$ cat src/hdl/ptpu_pkg.sv
package ptpu_pkg;

  localparam int MAX_ROW_BYTES  = 16384;
  localparam int MAX_EDGE       = 4096;
  localparam int PNG_MODE_FIRST = 10;
  localparam int PNG_MODE_LAST  = 15;

  localparam int ROW_AW = $clog2(MAX_ROW_BYTES);
  localparam int COL_W  = $clog2(MAX_ROW_BYTES + 1);
  localparam int EDGE_W = $clog2(MAX_EDGE + 1);

  localparam int REG_DIM_W  = 13;
  localparam int REG_CH_W   = 3;
  localparam int REG_MODE_W = 4;
  localparam int PADDR_W    = 4;
  localparam int PDATA_W    = 32;

  typedef enum logic [1:0] {
    REG_WIDTH    = 2'd0,
    REG_HEIGHT   = 2'd1,
    REG_CHANNELS = 2'd2,
    REG_MODE     = 2'd3
  } reg_index_t;

  localparam logic [1:0] ST_OK         = 2'd0;
  localparam logic [1:0] ST_BAD_FILTER = 2'd1;
  localparam logic [1:0] ST_BAD_MODE   = 2'd2;
  localparam logic [1:0] ST_SHORT      = 2'd3;

  localparam logic [2:0] FLT_NONE  = 3'd0;
  localparam logic [2:0] FLT_SUB   = 3'd1;
  localparam logic [2:0] FLT_UP    = 3'd2;
  localparam logic [2:0] FLT_AVG   = 3'd3;
  localparam logic [2:0] FLT_PAETH = 3'd4;

  localparam logic [REG_MODE_W-1:0] MODE_HDIFF = 4'd2;

  typedef struct packed {
    logic [2:0]            channels;
    logic [COL_W-1:0]      stride;
    logic [EDGE_W-1:0]     height;
    logic [REG_MODE_W-1:0] mode;
  } cfg_t;

endpackage

$ cat src/hdl/ptpu_cfg.sv
module ptpu_cfg import ptpu_pkg::*; (
  input  logic               clk,
  input  logic               rst,
  input  logic               psel,
  input  logic               penable,
  input  logic               pwrite,
  input  logic [PADDR_W-1:0] paddr,
  input  logic [PDATA_W-1:0] pwdata,
  output logic [PDATA_W-1:0] prdata,
  output logic               pready,
  output cfg_t               cfg
);

  logic [REG_DIM_W-1:0]  image_width;
  logic [REG_DIM_W-1:0]  image_height;
  logic [REG_CH_W-1:0]   color_channels;
  logic [REG_MODE_W-1:0] predictor_mode;
  logic [EDGE_W-1:0]     width_eff;
  logic [EDGE_W+2:0]     row_bytes;
  reg_index_t            index;

  function automatic logic [EDGE_W-1:0] eff_dim(input logic [REG_DIM_W-1:0] v);
    logic [EDGE_W-1:0] r;
    if (v == '0) begin
      r = EDGE_W'(1);
    end else if (int'(v) > MAX_EDGE) begin
      r = EDGE_W'(MAX_EDGE);
    end else begin
      r = EDGE_W'(v);
    end
    return r;
  endfunction

  assign index  = reg_index_t'(paddr[3:2]);
  assign pready = 1'b1;

  always_ff @(posedge clk) begin
    if (rst) begin
      image_width    <= REG_DIM_W'(1);
      image_height   <= REG_DIM_W'(1);
      color_channels <= REG_CH_W'(1);
      predictor_mode <= REG_MODE_W'(1);
    end else if (psel && penable && pwrite && pready) begin
      unique case (index)
        REG_WIDTH:    image_width    <= pwdata[REG_DIM_W-1:0];
        REG_HEIGHT:   image_height   <= pwdata[REG_DIM_W-1:0];
        REG_CHANNELS: color_channels <= pwdata[REG_CH_W-1:0];
        REG_MODE:     predictor_mode <= pwdata[REG_MODE_W-1:0];
        default: ;
      endcase
    end
  end

  always_comb begin
    unique case (index)
      REG_WIDTH:    prdata = PDATA_W'(image_width);
      REG_HEIGHT:   prdata = PDATA_W'(image_height);
      REG_CHANNELS: prdata = PDATA_W'(color_channels);
      REG_MODE:     prdata = PDATA_W'(predictor_mode);
      default:      prdata = '0;
    endcase
  end

  always_comb begin
    if (color_channels == '0) begin
      cfg.channels = 3'd1;
    end else if (color_channels > 3'd4) begin
      cfg.channels = 3'd4;
    end else begin
      cfg.channels = color_channels;
    end
    width_eff  = eff_dim(image_width);
    row_bytes  = (EDGE_W+3)'(width_eff) * (EDGE_W+3)'(cfg.channels);
    if (int'(row_bytes) > MAX_ROW_BYTES) begin
      cfg.stride = COL_W'(MAX_ROW_BYTES);
    end else begin
      cfg.stride = COL_W'(row_bytes);
    end
    cfg.height = eff_dim(image_height);
    cfg.mode   = predictor_mode;
  end

endmodule

$ cat config.mk
export PLATFORM = sky130hd
export DESIGN_NAME = ptpu_cfg
export DESIGN_NICKNAME = d
export VERILOG_FILES = /design/src/hdl/ptpu_pkg.sv /design/src/hdl/ptpu_cfg.sv
export SDC_FILE = /design/constraint.sdc
export NUM_CORES = 1
export LEC_CHECK = 0
export ABC_CLOCK_PERIOD_IN_PS = 6900
export CAP_MARGIN = 20
export CORE_ASPECT_RATIO = 1.2
export CORE_UTILIZATION = 45
export CTS_CLUSTER_DIAMETER = 200
export CTS_CLUSTER_SIZE = 24
export DETAILED_ROUTE_END_ITERATION = 10
export DONT_BUFFER_PORTS = 1
export PLACE_DENSITY = 0.66
export SYNTH_ARGS = -nofsm -noshare
export SYNTH_HDL_FRONTEND = slang
export SYNTH_SLANG_ARGS = --single-unit
$ cat constraint.sdc
create_clock -name clk -period 6.9 [get_ports clk]
set_input_delay 2.07 -clock clk [delete_from_list [all_inputs] [get_ports clk]]
set_output_delay 2.07 -clock clk [all_outputs]
set_load 0.05 [all_outputs]
=== Word-level counts from Yosys, hierarchy flattened ===
Index checks and enable logic that the tools add are counted.

* Flip-flop bits (word level): 33
* Bits of input ports: 41
* Logic and storage cells: 30

* Multipliers: 1
* $lt $le $gt $ge: 4
* Equal/unequal tests: 3
* Multiplexer cells: 8
* Reductions and logical operators: 10

{| class="wikitable"
|+ Operators with widths
! cell !! number
|-
| 32-bit one-hot mux with 4 select lines || 1
|-
| 13-bit two-way mux || 4
|-
| 13-bit greater-than comparator, second input constant || 2
|-
| 13-bit zero test || 2
|-
| 16-bit by 15-bit greater-than comparator with 1-bit output, second input constant || 1
|-
| 13-bit by 3-bit multiplier with 16-bit output || 1
|-
| 15-bit two-way mux || 1
|-
| 2-bit AND reduction || 4
|-
| 3-bit two-way mux || 2
|-
| 2-bit == test, second input constant || 2
|-
| 3-bit greater-than comparator, second input constant || 1
|-
| 3-bit zero test || 1
|-
| 2-bit by 1-bit == test with 1-bit output, second input constant || 1
|-
| 1-bit logical AND || 2
|-
| 2-bit zero test || 1
|}

=== Longest topological paths before layout ===
Gate-level depths: netlist of run 1.

* Depth after elaboration: 6
* Depth in mapped cells: 18
* Mapped depth without buffers: 16

=== Worst setup path before layout of run 1 ===
No wires, ideal clock.

* Kind: flip-flop to output port
* From: register color_channels[0]
* To: output cfg[28] (netlist name)
* Arrival: 4.897 ns
* Required time: 4.830 ns
* Setup slack: -0.067 ns
* Cell stages (with the launch flop): 17
* Cells stage by stage: dfxtp_1 inv_1 a21oi_1 nor2b_1 clkbuf_1 nand2_1 fa_1 inv_1 ha_1 inv_1 fa_1 nor2b_1 o311ai_2 a2bb2oi_2 a21o_1 a31oi_4 a2111oi_2

{| class="wikitable"
|+ RTL lines
! item !! RTL line !! RTL
|-
| start: declaration || ptpu_cfg.sv:16 || <nowiki>logic [REG_CH_W-1:0] color_channels;</nowiki>
|-
| start signal: assignment || ptpu_cfg.sv:47 || <nowiki>REG_CHANNELS: color_channels <= pwdata[REG_CH_W-1:0];</nowiki>
|-
| end: declaration || ptpu_cfg.sv:11 || <nowiki>output cfg_t cfg</nowiki>
|}

==> results.sh, run 1 <==
export IMPL_setup_viol=0
export IMPL_p_int_uw=295
export IMPL_place_ws_ps=520
export IMPL_grt_setup_unrepaired="false"
export IMPL_rows=31
export IMPL_die_y_um=90.4
export IMPL_grt_pass1_wl_mm=11.4
export IMPL_die_x_um=75.7
export IMPL_cp_end_kind="primary output"
export IMPL_pin_count=109
export IMPL_worst_setup_path_type="flop to primary output"
export IMPL_yosys_warnings=0
export IMPL_drt_wl_total_mm=6.76
export IMPL_grtUsageTotal=0.213
export IMPL_grt_pass1_vias=2432
export IMPL_timing_final_max_slew_violations=0
export IMPL_fin_nets=465
export IMPL_hold_class="flop to flop"
export IMPL_p_sw_frac=0.287
export IMPL_initial_utilization=0.475
export IMPL_grt_start_max_net_pins=34
export IMPL_drcViolationCount=0
export IMPL_post_route_min_period_ps=6450
export IMPL_ir_drop_mv=0.158
export IMPL_cts_sinks=33
export IMPL_max_slew_margin_rel=0.359
export IMPL_diodes=0
export IMPL_power_density_mw_per_mm2=129
export IMPL_layout_commonest_cell="nand2_1"
export IMPL_drtIter0Drc=87
export IMPL_cellLeakagePower_nw=1.49
export IMPL_vias_per_cell=5.24
export IMPL_tightest_slew_ps=960
export IMPL_required_ps=4830
export IMPL_place_gp_congestion=0.773
export IMPL_p_seq_frac=0.480
export IMPL_cts_root_buf="clkbuf_8"
export IMPL_htree_levels=2
export IMPL_crit_arrival_ps=4380
export IMPL_path_clk_slew_ps=70
export IMPL_insertion_delay_ps=280
export IMPL_wl_per_cell_um=14.1
export IMPL_max_cap_viol_count=0
export IMPL_core_mm2=0.00617
export IMPL_antenna_found_initial=0
export IMPL_layout_common_cells="91 x nand2_1, 33 x a21oi_1, 33 x dfxtp_1"
export IMPL_drive_gt1_frac=0.108
export IMPL_p_comb_frac=0.138
export IMPL_start_kind="flop"
export IMPL_dr_pass1_iters=4
export IMPL_cts_buffers=5
export IMPL_clock_fmax_mhz=155
export IMPL_ant_nets=0
export IMPL_seq_area_frac_synth=0.225
export IMPL_path_max_fanout=15
export IMPL_synth_avg_cell_area_um2=7.54
export IMPL_setup_ws_ps=449
export IMPL_max_clock_path_buffers=2
export IMPL_port_buffers=0
export IMPL_status="finished clean"
export IMPL_setup_tns_ps=0
export IMPL_clockPowerShare=0.382
export IMPL_p_sw_uw=119
export IMPL_synth_seq_cells=33
export IMPL_synth_cells=389
export IMPL_yosysUniqueCellTypes=46
export IMPL_syn_cell_area_mm2=0.00293
export IMPL_overflow=0
export IMPL_fin_skew_ps=0
export IMPL_place_hpwl_mm=5.18
export IMPL_via_count=2516
export IMPL_area_growth_syn_to_layout_pct=9.13
export IMPL_hold_viol=0
export IMPL_finalCritPeriodShare=0.935
export IMPL_die_area_mm2=0.00684
export IMPL_cts_tree="done"
==> kinds of logic after synthesis <==
kind of cell,synth area share
compound gates,0.157
xor+xnor,0.0239
fa+ha+maj,0.146
buf+inv,0.112
flops,0.225
mux,0.0674
other cells,0.00256
simple gates,0.265
==> synth_stat cells (all sizes together) <==
cell	count	area share
nand2	91	0.12
a21oi	33	0.056
dfxtp	33	0.23
nor2	32	0.041
inv	28	0.036
buf	23	0.055
nor2b	18	0.038
clkbuf	16	0.020
ha	15	0.064
mux2i	13	0.044
fa	12	0.082
a21o	7	0.018
and2	7	0.015
nand3	6	0.010
nor3	6	0.010
nor4	4	0.0085
xnor2	4	0.012
xor2	4	0.012
a2111oi	3	0.020
a211o	3	0.0090
a31oi	3	0.012
and3	3	0.0081
mux4	3	0.023
o21ai	3	0.0090
a221o	2	0.0068
conb	2	0.0026
nand3b	2	0.0051
a22o	1	0.0030
a2bb2oi	1	0.0051
a41o	1	0.0034
and4	1	0.0030
nand2b	1	0.0021
nor4b	1	0.0030
o211ai	1	0.0026
o21a	1	0.0026
o21bai	1	0.0026
o311ai	1	0.0055
o31ai	1	0.0026
or2	1	0.0021
or3	1	0.0021
==> stage by stage <==
stage          power, mW  std cells  utilization  cell area [um^2]  hold WS (ps)
3_5_place_dp       0.259        472        0.498              3070           475
6_report           0.413        480        0.519              3200           483
4_1_cts            0.418        480        0.515              3180           487
3_3_place_gp       0.259        472        0.498              3070           465
5_1_grt            0.430        480        0.519              3200           511
2_1_floorplan      0.267        407            -              3020           453
==> worst max-delay path, stage by stage, from the launching register on <==
cell and delay, ps:
dfxtp_1 380, nor4_1 310, nand3_1 150, o21a_1 220
nor2b_1 110, buf_4 180, nand2_1 90, fa_1 540
inv_1 40, ha_1 390, and3_1 240, a221o_1 380
and3_4 210, o21ai_4 140, a31oi_4 210, a2111oi_4 320
buf_12 180
==> routing by layer <==
layer,GRT usage,vias to the layer above,part of all wire
met2,0.370,83,0.51
met4,0.0694,0,0.017
met5,0,-,0
li1,-,1267,-
met1,0.261,1156,0.41
met3,0.0335,10,0.058
==> final cells by class <==
class,count,area (um^2)
Timing Repair Buffer,22,178
Inverter,28,105
Multi-Input combinational cell,307,2050
Clock buffer,7,96.3
Fill cell,598,2970
Tap cell,82,103
Clock inverter,1,5.00
Sequential cell,33,661
==> sequential cells by signal, summed over array words and instances, names as in the netlist <==
signal          cells
color_channels      3
predictor_mode      4
image_height       13
image_width        13
==> power by group through the flow <==
stage	combinational (mW)	clock [mW]	sequential, mW
after floorplan	0.0666	0	0.201
after global placement	0.0564	0	0.202
after detailed placement	0.0569	0	0.202
after CTS	0.0570	0.163	0.198
after global routing	0.0610	0.170	0.199
final	0.0571	0.158	0.198
==> what timing repair did <==
item	4_1_cts	5_1_grt
resized for setup	0	3
hold buffers	0	0
setup endpoints to repair	0	15
hold endpoints to repair	0	0
setup buffers	0	0
==> path summary, 6_finish.rpt <==
check                                      from                       endpoint  slack [ps]  depth (start not counted)
setup / recovery    image_width[4]$_SDFFE_PP0P_                        cfg[28]         450                         16
hold / removal     image_height[5]$_SDFFE_PP0P_   image_height[5]$_SDFFE_PP0P_         480                          2
hold reg to reg    image_height[5]$_SDFFE_PP0P_   image_height[5]$_SDFFE_PP0P_         480                          2
setup reg to reg  image_height[12]$_SDFFE_PP0P_  image_height[12]$_SDFFE_PP0P_        5620                          2
No activity file was read; power rests on OpenSTA's default activity.
==> run 2, diff against run 1 <==
--- a/config.mk
+++ b/config.mk
@@ -5,15 +5,15 @@
 export SDC_FILE = /design/constraint.sdc
 export NUM_CORES = 1
 export LEC_CHECK = 0
-export ABC_CLOCK_PERIOD_IN_PS = 6900
+export ABC_CLOCK_PERIOD_IN_PS = 7200
+export BUFFER_PORTS_ARGS = -buffer_cell sky130_fd_sc_hd__buf_2
 export CAP_MARGIN = 20
 export CORE_ASPECT_RATIO = 1.2
 export CORE_UTILIZATION = 45
 export CTS_CLUSTER_DIAMETER = 200
 export CTS_CLUSTER_SIZE = 24
 export DETAILED_ROUTE_END_ITERATION = 10
-export DONT_BUFFER_PORTS = 1
-export PLACE_DENSITY = 0.66
+export PLACE_DENSITY = 0.8
 export SYNTH_ARGS = -nofsm -noshare
 export SYNTH_HDL_FRONTEND = slang
 export SYNTH_SLANG_ARGS = --single-unit
==> constraint.sdc (replaced) <==
create_clock -name clk -period 7.2 [get_ports clk]
set_input_delay 2.16 -clock clk [delete_from_list [all_inputs] [get_ports clk]]
set_output_delay 2.16 -clock clk [all_outputs]
set_load 0.05 [all_outputs]
==> run 2 against run 1 <==
  * Register-to-register slack improved by 600 ps
  * Clock power rose by 13%
  * Highest routed layer unchanged
  * Largest cell class unchanged
  * Sequential cell count did not move
==> results.sh, run 2 (synthesis gave the netlist of run 1 again) <==
export IMPL_reg2reg_to="image_height[12]$_SDFFE_PP0P_"
export IMPL_cts_sinks=33
export IMPL_max_clock_path_buffers=2
export IMPL_use_met2=0.359
export IMPL_cts_setup_buffers=0
export IMPL_finalCritPeriodShare=0.942
export IMPL_hold_viol=0
export IMPL_antenna_found_initial=0
export IMPL_path_clk_slew_ps=70
export IMPL_max_slew_margin_rel=0.612
export IMPL_power_uw=438
export IMPL_fin_nets=514
export IMPL_postPlaceCellArea_mm2=0.00324
export IMPL_ir_drop_mv=0.174
export IMPL_min_to="image_height[6]$_SDFFE_PP0P_"
export IMPL_insertion_delay_ps=280
export IMPL_rows=31
export IMPL_worst_setup_path_type="flop to primary output"
export IMPL_wl_per_cell_um=12.7
export IMPL_htree_levels=2
export IMPL_rrSetupSlack_ps=6220
export IMPL_core_mm2=0.00617
export IMPL_cts_tree="done"
export IMPL_grt_pass1_wl_mm=11.7
export IMPL_timing_final_max_slew_violations=0
export IMPL_required_ps=5040
export IMPL_grt_pass1_vias=2593
export IMPL_cts_buffers=5
export IMPL_ant_nets=0
export IMPL_layout_common_cells="91 x nand2_1, 67 x buf_2, 33 x a21oi_1, 33 x dfxtp_1, 32 x nor2_1"
export IMPL_place_gp_congestion=0.806
export IMPL_layout_commonest_cell="nand2_1"
export IMPL_setup_ws_ps=420
export IMPL_start_kind="flop"
export IMPL_drtIter0Drc=123
export IMPL_path_cells="nor4_1 -> nand3_1 -> o21a_1 -> nor2b_1 -> buf_4 -> nand2_1 -> fa_1 -> inv_1 -> ha_1 -> inv_1 -> fa_1 -> nor2b_1 -> o311ai_2 -> a2bb2oi_2 -> a21o_1 -> a31oi_4 -> a2111oi_2 -> buf_2"
export IMPL_die_x_um=75.7
export IMPL_area_growth_syn_to_layout_pct=14.6
export IMPL_utilization=0.545
export IMPL_diodes=0
export IMPL_reg_largest_list="image_height: 13 flops, image_width: 13 flops, predictor_mode: 4 flops"
export IMPL_met3_usage=0.0257
export IMPL_port_buffers=67
export IMPL_die_y_um=90.4
export IMPL_reg2reg_depth=2
export IMPL_slowest_stage="fa_1"
export IMPL_crit_arrival_ps=4620
export IMPL_met1_usage=0.271
export IMPL_grt_start_max_net_pins=34
export IMPL_grt_setup_unrepaired="false"
export IMPL_cts_root_buf="clkbuf_8"
export IMPL_post_route_min_period_ps=6780
export IMPL_tightest_slew_ps=582
export IMPL_postCtsHoldBufs=0
export IMPL_min_path_cells=2
export IMPL_die_area_mm2=0.00684
export IMPL_cellLeakagePower_nw=1.71
export IMPL_drt_wl_total_mm=6.74
export IMPL_path_max_fanout=15
export IMPL_hold_class="flop to flop"
export IMPL_setup_tns_ps=0
export IMPL_power_density_mw_per_mm2=130
export IMPL_r2r_start="image_height[12]$_SDFFE_PP0P_"
export IMPL_finalNonFillerCells=529
export IMPL_drive_gt1_frac=0.199
export IMPL_dr_pass1_iters=5
export IMPL_stdcell_area_mm2=0.00336
export IMPL_fin_skew_ps=0
export IMPL_initial_utilization=0.475
export IMPL_max_cap_viol_count=0
export IMPL_clock_fmax_mhz=147
export IMPL_place_ws_ps=718
export IMPL_vias_per_cell=5.13
export IMPL_hold_slack_ps=490
export IMPL_hold_start="image_height[6]$_SDFFE_PP0P_"
export IMPL_grt_busiest_layer="met2"
export IMPL_pin_count=109
export IMPL_via_count=2713
export IMPL_cp_end_kind="primary output"
export IMPL_status="finished clean"
export IMPL_dp_cells=521
export IMPL_place_hpwl_mm=5.11
export IMPL_drcViolationCount=0
export IMPL_setup_viol=0
export IMPL_grtUsageTotal=0.213
export IMPL_critPathMaxStageDelay_ps=450
export IMPL_post_cts_resized=0
export IMPL_overflow=0
## run 2: cell count changes in the layout (fill, tap and decap cells not counted), sizes merged
cell | before | now
buf | 22 | 71
bufinv | 0 | 1
clkinv | 1 | 0
## run 2: power by group
part	internal (mW)	switching, mW	leakage [nW]
sequential	0.185	0.00339	0.267
combinational	0.0147	0.0556	1.38
clock	0.113	0.0659	0.0585
total	0.313	0.125	1.71
## run 2: layer usage
layer,routed length [um],vias up
li1,-,1352
met1,2850,1221
met2,3320,125
met3,402,15
met4,172,0
met5,0,-
## run 2: cell type report
cell class	count	area, um^2
tap	82	103
timing repair buffer	71	365
clock buffer	7	86.3
sequential	33	661
fill	592	2810
clock inverter	1	30.0
inverter	28	105
multi-input combinational	307	2010
## run 2: critical path, delay by kind of cell (launching register included)
family,cells,cell delay [ps]
AO/OA/AOI/OAI,6,1470
buffers and inverters,4,610
flip-flops,1,370
adder cells (fa/ha/maj),3,980
AND/OR/NAND/NOR,5,910
## run 2: worst max path at each step
stage / end / cells past startpoint / slack, ps / start
floorplan: cfg[28] / 16 / 140 / color_channels[0]$_SDFFE_PP1P_
CTS: cfg[28] / 18 / 390 / image_width[5]$_SDFFE_PP0P_
global placement: cfg[28] / 18 / 780 / image_width[5]$_SDFFE_PP0P_
finish: cfg[28] / 18 / 420 / image_width[5]$_SDFFE_PP0P_
detailed placement: cfg[28] / 18 / 720 / image_width[4]$_SDFFE_PP0P_
global route: cfg[28] / 18 / 30 / image_width[4]$_SDFFE_PP0P_
