===== src/hdl/ptpu_ram.sv =====
module ptpu_ram #(
  parameter int WIDTH = 8,
  parameter int DEPTH = 16
) (
  input  logic                     clk,
  input  logic                     we,
  input  logic [$clog2(DEPTH)-1:0] waddr,
  input  logic [WIDTH-1:0]         wdata,
  input  logic                     re,
  input  logic [$clog2(DEPTH)-1:0] raddr,
  output logic [WIDTH-1:0]         rdata
);

  logic [WIDTH-1:0] mem [DEPTH];

  always_ff @(posedge clk) begin
    if (we) begin
      mem[waddr] <= wdata;
    end
    if (re) begin
      rdata <= mem[raddr];
    end
  end

endmodule


===== config.mk =====
export PLATFORM = sky130hd
export DESIGN_NAME = ptpu_ram
export DESIGN_NICKNAME = d
export VERILOG_FILES = /design/src/hdl/ptpu_ram.sv
export SDC_FILE = /design/constraint.sdc
export NUM_CORES = 1
export LEC_CHECK = 0
export BUFFER_PORTS_ARGS = -buffer_cell sky130_fd_sc_hd__buf_2
export CORE_MARGIN = 2
export CORE_UTILIZATION = 60
export CTS_CLUSTER_SIZE = 16
export DETAILED_ROUTE_END_ITERATION = 8
export PLACE_DENSITY = 0.78
export SLEW_MARGIN = 20
export SYNTH_ARGS = -nofsm -noshare
export SYNTH_HDL_FRONTEND = slang
export SYNTH_SLANG_ARGS = --single-unit

===== constraint.sdc =====
create_clock -name clk -period 2.3 [get_ports clk]
set_input_delay 0.23 -clock clk [delete_from_list [all_inputs] [get_ports clk]]
set_output_delay 0.23 -clock clk [all_outputs]
set_load 0.05 [all_outputs]

* After elaboration in Yosys (flattened, before gate mapping) *
Memory sizes are Yosys's and may differ from the RTL's. A register that Yosys moved wholly into a read port is not among the register bits.
Index checks and enable logic that the tools add are counted.

storage, ports and cells
  register bits = 0
  memory bits (writable) = 128
  input port bits = 19
  output and inout port bits = 8
  logic and storage cells = 3
  memories kept = 1

memories
  name  depth  bits a word  read ports  clocked after memory_dff  wr ports  line  source
  mem   16     8            1           1                         1         14    logic [WIDTH-1:0] mem [DEPTH];

cells by class
  muxes and demuxes = 2

operators with widths
  kind               number
  1-bit two-way mux  2

* Logic depth before layout (Yosys ltp) *
Gate-level depths: netlist of run 1.

  depth in word-level cells = 2
  gate-level depth with buffers = 5
  gate-level depth less buffers = 3

* Least setup slack after synthesis of run 1 *
No wires, ideal clock.

  kind = input -> register
  from = in waddr[2]
  to = mem mem[0][0], enable pin
  setup time = 0.383 ns
  arrival time = 1.340 ns
  required time = 1.917 ns
  path slack = 0.577 ns
  cell stages on the path = 2
  path buffers = 0
  cells stage by stage = or3b_2 -> nor3_1

RTL lines
  element             line  source
  start: declaration  7     input logic [$clog2(DEPTH)-1:0] waddr,
  end: declaration    14

No word-level cell before the write port.

==> metrics.cfg, run 1 <==
[routing]
dr.pass1.iters=4
avgViaCountPerCell=6.35
dr_total_vias=2565
drc=0
antenna_left=0
routedWlPerCell_microns=25.7
drt_wl_total_microns=10400
drt_iter0_drc=267

[sta]
min_period_ns=1.56
slew_headroom=0.464
report.final.slew_viol_count=0
fin_skew_ns=0.00747
worstMarginPinSlew_ns=0.803
finalHoldViolations=0
hold_ws_ns=0.101
setup_violations=0
fmax_mhz=642
final.setup.tns_ns=0
rsz0062_at_grt=no
post-route-period-util=0.677

[global_routing]
met1_usage=0.346
met2_usage=0.374
busiest_layer=met2
grt_start_max_net_pins=33
grt_usage=0.244
met3_usage=0.0669
gr-total-overflow=0
grt_pass1_wl_microns=16200
grt_pass1_vias=2672
antenna_found_initial=0

[floorplanning]
num_io_pins=27
coreArea_sq_um=8590
die-area_sq_um=9480
die_y_microns=97.3
dieWidth_microns=97.3
rows=34
start_util=0.608

[setup_path]
cpMaxStageDelayCell=mux4_1
reg2regPathDepth=3
path_cells=mux4_1, a22oi_1, nand2_1
startpoint_type=flop
slowest_delay_ns=0.55
critical_path_arrival_ns=1.81
cp_max_fo=1
worstSetupEndpointType=flop
required_ns=2.56
crit_type=flop to flop

[clock_tree]
cts_tree=done
clock_latency_ns=0.51
clock_sinks=136
cts.reportedPaths.clkPinSlew_ns=0.06
cts_hold_buffers=0
post_cts_buffers=0
cts_resized=0
ctsRootBufferMaster=clkbuf_8
cts_buffer_depth=2
htree_levels=4
numCtsBuffers=17

[cells_and_area]
num_antenna_cells=0
utilization=0.720
nFillCells=496
drive_gt1_frac=0.311
regArea_sq_um=4080
final_cell_mix=edfxtp_1 (136), buf_2 (26), mux4_2 (18)
area_delta_synth_final_pct=18.3
nets=302
final-instance-count-excl-fill=404
multi_input_area_sq_um=1060
layout_commonest_cell=edfxtp_1
design_area_sq_um=6180

[power]
peakVddDrop_mv=0.609
p_leak_nw=2.11
power.density_nw_per_um2=942

[logic_synthesis]
ys_seq_area_frac=0.781
ys_ff_latch=136
synth_area_leaders=edfxtp_1 (78%), mux4_2 (7.8%), mux4_1 (7.0%)
syn-num-nets=248
synthCells=229
yosysTopAreaCell=edfxtp_1
postSynthAreaPerCell_sq_um=22.8
netlist_area_sq_um=5230
yosysWarnings=0
synth_cell_types=18
synth_top_area_share=0.781

[place]
gp_congestion=0.761
post-dp-hpwl_microns=6290
place_inst=372
port-buffer-count=26
dpl-instance-area_sq_um=5590

[job]
cap_viol_max_count=0

[hold_path]
holdCritPathClass=input pin to flop
min_delay_path_depth=1

[run_status]
outcome=completed

synth_stat cells (all sizes together):
cell type      count
a22oi             16
and2               1
and2b              1
buf                7
clkdlybuf4s25      3
edfxtp           136
mux4              32
nand2              9
nand2b             2
nand3              1
nand3b             2
nor2              13
nor2b              1
nor3               4
or3b               1
routing by layer:
metal | routed length [microns] | up-vias | part of all wire
met5 | 0 | - | 0
met4 | 130 | 0 | 0.013
met3 | 713 | 10 | 0.069
met2 | 5290 | 116 | 0.51
met1 | 4240 | 1348 | 0.41
li1 | - | 1091 | -
area by class of cell:
cell class,instances,share of cell area
sequential,136,0.660
clock buffer,17,0.0670
timing repair buffer,45,0.0502
clock inverter,15,0.0295
multi-input combinational,83,0.171
tap,108,0.0219
metrics by stage:
stage          power (mW)  worst slack, ns
5_1_grt              5.99            0.684
2_1_floorplan        3.04            0.577
3_3_place_gp         3.15            0.405
4_1_cts              5.86            0.757
3_5_place_dp         3.16            0.371
6_report             5.83            0.743
worst max-delay path, delay by kind of cell, from the launching register on:
family / cells / cell delay (ns)
DFF: 1 / 0.40
AOI/OAI and AO/OA: 1 / 0.28
and+or+nand+nor: 1 / 0.08
muxes: 1 / 0.55
flip-flops by register name, indices dropped and copies added (netlist names):
name / cells
rdata: 8
mem: 128
final timing paths:
check	from	endpoint	slack, ns
setup / recovery	mem[1][1]$_DFFE_PP_	rdata[1]$_DFFE_PP_	0.74
setup reg to reg	mem[1][1]$_DFFE_PP_	rdata[1]$_DFFE_PP_	0.74
hold reg to reg	mem[14][7]$_DFFE_PP_	rdata[7]$_DFFE_PP_	0.74
hold / removal	wdata[0]	mem[12][0]$_DFFE_PP_	0.10
power breakdown:
group          total, mW  leakage [nW]  switching, mW  internal (mW)
combinational      0.301         0.588          0.189          0.112
sequential          2.81          1.24         0.0168           2.79
clock               2.71         0.288          0.972           1.74
cell families (layout without fill, tap and decap cells):
logic type / Yosys count / in the layout / share of synthesized area
compound gates: 16 / 16 / 0.0230
flops: 136 / 136 / 0.781
buf+inv: 10 / 77 / 0.0165
mux: 32 / 32 / 0.148
simple gates: 35 / 35 / 0.0314
Note: power is estimated with default switching activity, not from simulation.
==> run 2: changes to the inputs <==
--- a/config.mk
+++ b/config.mk
@@ -7,10 +7,10 @@
 export LEC_CHECK = 0
 export BUFFER_PORTS_ARGS = -buffer_cell sky130_fd_sc_hd__buf_2
 export CORE_MARGIN = 2
-export CORE_UTILIZATION = 60
+export CORE_UTILIZATION = 54
 export CTS_CLUSTER_SIZE = 16
 export DETAILED_ROUTE_END_ITERATION = 8
-export PLACE_DENSITY = 0.78
+export PLACE_DENSITY = 0.74
 export SLEW_MARGIN = 20
 export SYNTH_ARGS = -nofsm -noshare
 export SYNTH_HDL_FRONTEND = slang
==> constraint.sdc (replaced) <==
create_clock -name clk -period 1.4 [get_ports clk]
set_input_delay 0.14 -clock clk [delete_from_list [all_inputs] [get_ports clk]]
set_output_delay 0.14 -clock clk [all_outputs]
set_load 0.05 [all_outputs]
==> run 2 against run 1 <==
  * The flow now finishes with violations (setup timing)
  * Routed wire length is 2.6% higher
  * Global-route usage shrank 1.6 points
  * Design area increased by 3.6%
  * Flip-flop and latch count unchanged
  * Clock-buffer cell count rose by 1
==> metrics.cfg, run 2 (synthesis results as in run 1) <==
[cells_and_area]
largest_register=mem
num_antenna_cells=0  ; unchanged
drive_gt1_frac=0.380  ; +0.0694
nets=319  ; +5.6%
largestRegisters=mem: 128 flops, rdata: 8 flops
largest_register_ffs=128  ; unchanged
utilization=0.687  ; -0.0328
layout_commonest_cell=edfxtp_1
area_delta_synth_final_pct=22.5
final_cell_mix=edfxtp_1 (136), mux4_2 (28), buf_2 (26)
nFillCells=598  ; +21%

[place]
port-buffer-count=26  ; unchanged
post-dp-hpwl_microns=6530  ; +3.9%
gp_congestion=0.747  ; -1.9%
pre_cts_ws_ns=-0.310  ; -0.682 ns

[power]
p_leak_nw=2.16  ; +2.2%
peakVddDrop_mv=0.715  ; +17%
power.density_nw_per_um2=1530  ; +63%

[sta]
report.final.slew_viol_count=0  ; unchanged
post-route-period-util=1.04  ; +0.358
min_period_ns=1.45  ; -0.108 ns
setup_slack_ns=-0.0491  ; -0.792 ns
worstMarginPinSlew_ns=0.948  ; +0.145 ns
fin_skew_ns=0.00583  ; -0.00164 ns
hold_ws_ns=0.181  ; +0.0798 ns
setup_violations=4  ; +4
slew_headroom=0.367  ; -0.0971
finalHoldViolations=0  ; unchanged
rsz0062_at_grt=yes
fmax_mhz=690  ; +7.4%

[setup_path]
critPathBufInv=0  ; unchanged
startpoint_type=flop
worst_path_dominant_cell_family=multiplexers
worstSetupEndpointType=flop
critical_path_arrival_ns=1.72  ; -0.09 ns
required_ns=1.67  ; -0.89 ns
reg2regPathDepth=3  ; unchanged
cpMaxStageDelayCell=mux4_2
r2r_end=rdata[2]$_DFFE_PP_
r2r_slack_ns=-0.05  ; -0.79 ns
cp_max_fo=1  ; unchanged
crit_type=flop to flop
path_cells=mux4_2, a22oi_2, nand2_1
r2r-start=mem[3][2]$_DFFE_PP_
slowest_delay_ns=0.53  ; -0.02 ns

[hold_path]
min_from=waddr[0]
min_delay_path_depth=3  ; +2
holdCritPathClass=input pin to flop
min_to=mem[0][6]$_DFFE_PP_

[routing]
dr.pass1.iters=5  ; +1
antenna_left=0  ; unchanged
drt_wl_total_microns=10600  ; +2.6%
routedWlPerCell_microns=24.1  ; -6.2%
drt_iter0_drc=280  ; +4.9%
dr_total_vias=2575  ; +0.39%
drc=0  ; unchanged
avgViaCountPerCell=5.83  ; -8.2%

[job]
cap_viol_max_count=0  ; unchanged

[floorplanning]
start_util=0.560  ; -0.0479
num_io_pins=27  ; unchanged
die_y_microns=102  ; +5.2%
coreArea_sq_um=9330  ; +8.5%
dieWidth_microns=102  ; +5.2%
die-area_sq_um=10500  ; +11%
rows=35  ; +2.9%

[clock_tree]
clock_latency_ns=0.52  ; about the same
cts.reportedPaths.clkPinSlew_ns=0.06  ; about the same
cts_tree=done
clock_sinks=136  ; unchanged
cts_buffer_depth=2  ; unchanged
numCtsBuffers=17  ; unchanged
ctsRootBufferMaster=clkbuf_8
htree_levels=4  ; unchanged

[run_status]
outcome=finished, violations left
violations=setup timing

[global_routing]
grt_pass1_wl_microns=15900  ; -1.8%
gr-total-overflow=0  ; unchanged
grt_pass1_vias=2629  ; -1.6%
antenna_found_initial=0  ; unchanged
grt_start_max_net_pins=20  ; -39%
grt_usage=0.227  ; -0.0165

-- run 2: worst register-to-register path: stages, from the launching register on --
cell      delay, ns
edfxtp_1       0.38
mux4_2         0.53
a22oi_2        0.22
nand2_1        0.08
-- run 2: worst max-delay path by stage --
stage	startpoint	end	slack [ns]	depth (start not counted)
3_5_place_dp	raddr[0]	rdata[5]$_DFFE_PP_	-0.31	5
4_1_cts	mem[3][3]$_DFFE_PP_	rdata[3]$_DFFE_PP_	-0.05	3
5_1_grt	mem[3][2]$_DFFE_PP_	rdata[2]$_DFFE_PP_	-0.09	3
2_1_floorplan	raddr[0]	rdata[1]$_DFFE_PP_	-0.02	5
6_report	mem[3][2]$_DFFE_PP_	rdata[2]$_DFFE_PP_	-0.05	3
3_3_place_gp	raddr[0]	rdata[0]$_DFFE_PP_	-0.28	5
-- run 2: what timing repair did --
| item | 4_1_cts | 5_1_grt |
|---|---|---|
| hold buffers | 9 | 0 |
| setup buffers | 0 | 0 |
| pin swaps | 9 | 1 |
| setup endpoints to repair | 8 | 8 |
| hold endpoints to repair | 123 | 0 |
| resized for setup | 15 | 3 |
-- run 2: area by class of cell --
| class | instances | area, sq um | share of cell area |
|---|---|---|---|
| Timing Repair Buffer | 62 | 473 | 0.0738 |
| Tap cell | 129 | 161 | 0.0252 |
| Sequential cell | 136 | 4080 | 0.638 |
| Multi-Input combinational cell | 83 | 1060 | 0.166 |
| Clock inverter | 14 | 205 | 0.0320 |
| Clock buffer | 18 | 418 | 0.0652 |
-- run 2: where the power goes --
part	leakage (nW)	switching, mW	internal, mW
logic	0.632	0.321	0.226
clock network	0.290	1.61	3.05
registers	1.24	0.0294	4.59
-- run 2: through the flow --
step	cell area, sq um	power [mW]	TNS, ns	instances
after detailed placement	5690	5.21	-2.11	401
final	6410	9.82	-0.0995	442
after CTS	6410	9.88	-0.146	442
after global placement	5690	5.19	-1.85	401
after global routing	6410	10.1	-0.407	442
after floorplan	5240	5.00	-0.236	229
-- run 2: per-layer routing --
metal,global-route usage,vias to the layer above,share of wire
met5,0,-,0
li1,-,1114,-
met3,0.0636,10,0.071
met4,0.0974,0,0.013
met1,0.301,1327,0.39
met2,0.360,124,0.52
==> run 3: changes to the inputs <==
--- a/config.mk
+++ b/config.mk
@@ -5,7 +5,7 @@
 export SDC_FILE = /design/constraint.sdc
 export NUM_CORES = 1
 export LEC_CHECK = 0
-export BUFFER_PORTS_ARGS = -buffer_cell sky130_fd_sc_hd__buf_2
+export BUFFER_PORTS_ARGS = -buffer_cell sky130_fd_sc_hd__buf_4
 export CORE_MARGIN = 2
 export CORE_UTILIZATION = 54
 export CTS_CLUSTER_SIZE = 16
==> run 3 against run 2 <==
  * Clock-buffer cell count is the same
  * Total power is 7.5% lower
  * Design area decreased by 0.37%
  * The run still ends with setup timing left
  * Highest routed layer unchanged
==> metrics.cfg, run 3 (synthesis results as in run 1) <==
[cells_and_area]
largest_register=mem
final_cell_mix=edfxtp_1 (136), buf_4 (47), mux4_2 (27)
nets=317  ; -0.63%
largestRegisters=mem: 128 flops, rdata: 8 flops
num_antenna_cells=0  ; unchanged
final-instance-count-excl-fill=440  ; -0.45%
area_delta_synth_final_pct=22.1
drive_gt1_frac=0.383  ; +0.00244
largest_register_ffs=128  ; unchanged
layout_commonest_cell=edfxtp_1

[sta]
setup_violations=5  ; +1
hold_ws_ns=0.155  ; -0.0257 ns
post-route-period-util=1.05  ; +0.0104
worstMarginPinSlew_ns=1.01  ; +0.0628 ns
setup_slack_ns=-0.0637  ; -0.0146 ns
min_period_ns=1.46  ; +0.0146 ns
fmax_mhz=683  ; -1.0%
slew_headroom=0.325  ; -0.0420
report.final.slew_viol_count=0  ; unchanged
finalHoldViolations=0  ; unchanged
fin_skew_ns=0.0102  ; +0.00434 ns
rsz0062_at_grt=yes

[setup_path]
required_ns=1.65  ; -0.02 ns
r2r_slack_ns=-0.06  ; about the same
startpoint_type=flop
crit_type=flop to flop
cp_max_fo=1  ; unchanged
r2r_end=rdata[5]$_DFFE_PP_
critical_path_arrival_ns=1.71  ; about the same
cp-startpoint=mem[2][5]$_DFFE_PP_
reg2regPathDepth=3  ; unchanged
crit_path_end=rdata[5]$_DFFE_PP_
r2r-start=mem[2][5]$_DFFE_PP_
worstSetupEndpointType=flop

[clock_tree]
cts_tree=done
ctsRootBufferMaster=clkbuf_8
htree_levels=4  ; unchanged
post_cts_buffers=0  ; unchanged
cts.reportedPaths.clkPinSlew_ns=0.06  ; about the same
cts_buffer_depth=2  ; unchanged
clock_latency_ns=0.52  ; about the same
numCtsBuffers=17  ; unchanged
clock_sinks=136  ; unchanged

[routing]
drt_wl_total_microns=10200  ; -4.5%
drt_iter0_drc=235  ; -16%
dr_total_vias=2519  ; -2.2%
antenna_left=0  ; unchanged
avgViaCountPerCell=5.73  ; -1.7%
drc=0  ; unchanged
routedWlPerCell_microns=23.1  ; -4.1%
dr.pass1.iters=5  ; unchanged

[global_routing]
grt_pass1_vias=2642  ; +0.49%
grt_start_max_net_pins=17  ; -15%
antenna_found_initial=0  ; unchanged
gr-total-overflow=0  ; unchanged
grt_usage=0.218  ; -0.00857
grt_pass1_wl_microns=15500  ; -2.4%

[run_status]
outcome=finished, violations left
violations=setup timing

[place]
gp_congestion=0.769  ; +3.1%
place_inst=399  ; -0.50%
pre_cts_ws_ns=-0.313  ; -0.00236 ns
port-buffer-count=26  ; unchanged
post-dp-hpwl_microns=6370  ; -2.4%

[floorplanning]
die-area_sq_um=10500  ; unchanged
dieWidth_microns=102  ; unchanged
num_io_pins=27  ; unchanged
rows=35  ; unchanged
die_y_microns=102  ; unchanged
coreArea_sq_um=9330  ; unchanged
start_util=0.560  ; unchanged

[power]
total_power_mw=9.08  ; -7.5%
peakVddDrop_mv=0.814  ; +14%
power.density_nw_per_um2=1420  ; -7.2%
p_leak_nw=2.14  ; -0.88%

[hold_path]
holdCritPathClass=input pin to flop

[job]
cap_viol_max_count=0  ; unchanged

-- run 3: changes by cell type in the layout (fill, tap and decap cells not counted) --
cell / change
buf_4: +24
mux4_2: -1
a22oi_1: -3
mux4_1: +1
buf_2: -26
nand2_1: -1
nand2_2: +1
clkinv_2: +2
clkinv_4: +3
clkinv_1: +1
clkinvlp_4: -2
bufinv_16: -4
a22oi_2: +3
-- run 3: per-layer routing --
metal | share of wire | vias to the layer above | track usage
li1 | - | 1111 | -
met1 | 0.39 | 1289 | 0.294
met2 | 0.52 | 112 | 0.347
met3 | 0.083 | 7 | 0.0609
met4 | 0.012 | 0 | 0.0841
met5 | 0 | - | 0
-- run 3: final cells by class --
type | instances | area, sq um
Clock inverter | 14 | 110
Clock buffer | 18 | 418
Fill cell | 575 | 2950
Multi-Input combinational cell | 83 | 1090
Tap cell | 129 | 161
Timing Repair Buffer | 60 | 523
Sequential cell | 136 | 4080
-- run 3: report_power, final --
group          total [mW]  switching [mW]  leakage (nW)  internal, mW
registers            4.62          0.0275          1.24          4.59
clock network        3.88            1.56         0.254          2.32
logic               0.583           0.328         0.648         0.255
-- run 3: how the worst min path moves through the flow --
stage          startpoint                  end  slack [ns]  depth (start not counted)
2_1_floorplan    wdata[0]  mem[0][0]$_DFFE_PP_        0.24                          0
3_3_place_gp     wdata[1]  mem[1][1]$_DFFE_PP_        0.44                          1
3_5_place_dp     wdata[1]  mem[3][1]$_DFFE_PP_        0.45                          1
4_1_cts          waddr[0]  mem[8][3]$_DFFE_PP_        0.13                          3
5_1_grt          waddr[0]  mem[8][3]$_DFFE_PP_        0.14                          3
6_report         waddr[1]  mem[8][3]$_DFFE_PP_        0.15                          3
-- run 3: critical path, stage by stage (launching register included) --
cell      delay [ns]
edfxtp_1        0.39
mux4_2          0.50
a22oi_2         0.20
nand2_2         0.10
-- run 3: repair_timing --
item | 4_1_cts | 5_1_grt
hold buffers | 9 | 0
resized for setup | 11 | 10
endpoints found under the setup margin | 8 | 8
pin swaps | 5 | 5
endpoints found under the hold margin | 136 | 0
-- run 3: per-stage QoR --
stage | utilization | cell area (sq um) | TNS, ns
finish | 0.684 | 6380 | -0.162
global route | 0.684 | 6380 | -0.392
CTS | 0.684 | 6380 | -0.354
detailed placement | 0.615 | 5740 | -2.12
global placement | 0.615 | 5740 | -1.85
floorplan | - | 5240 | -0.236
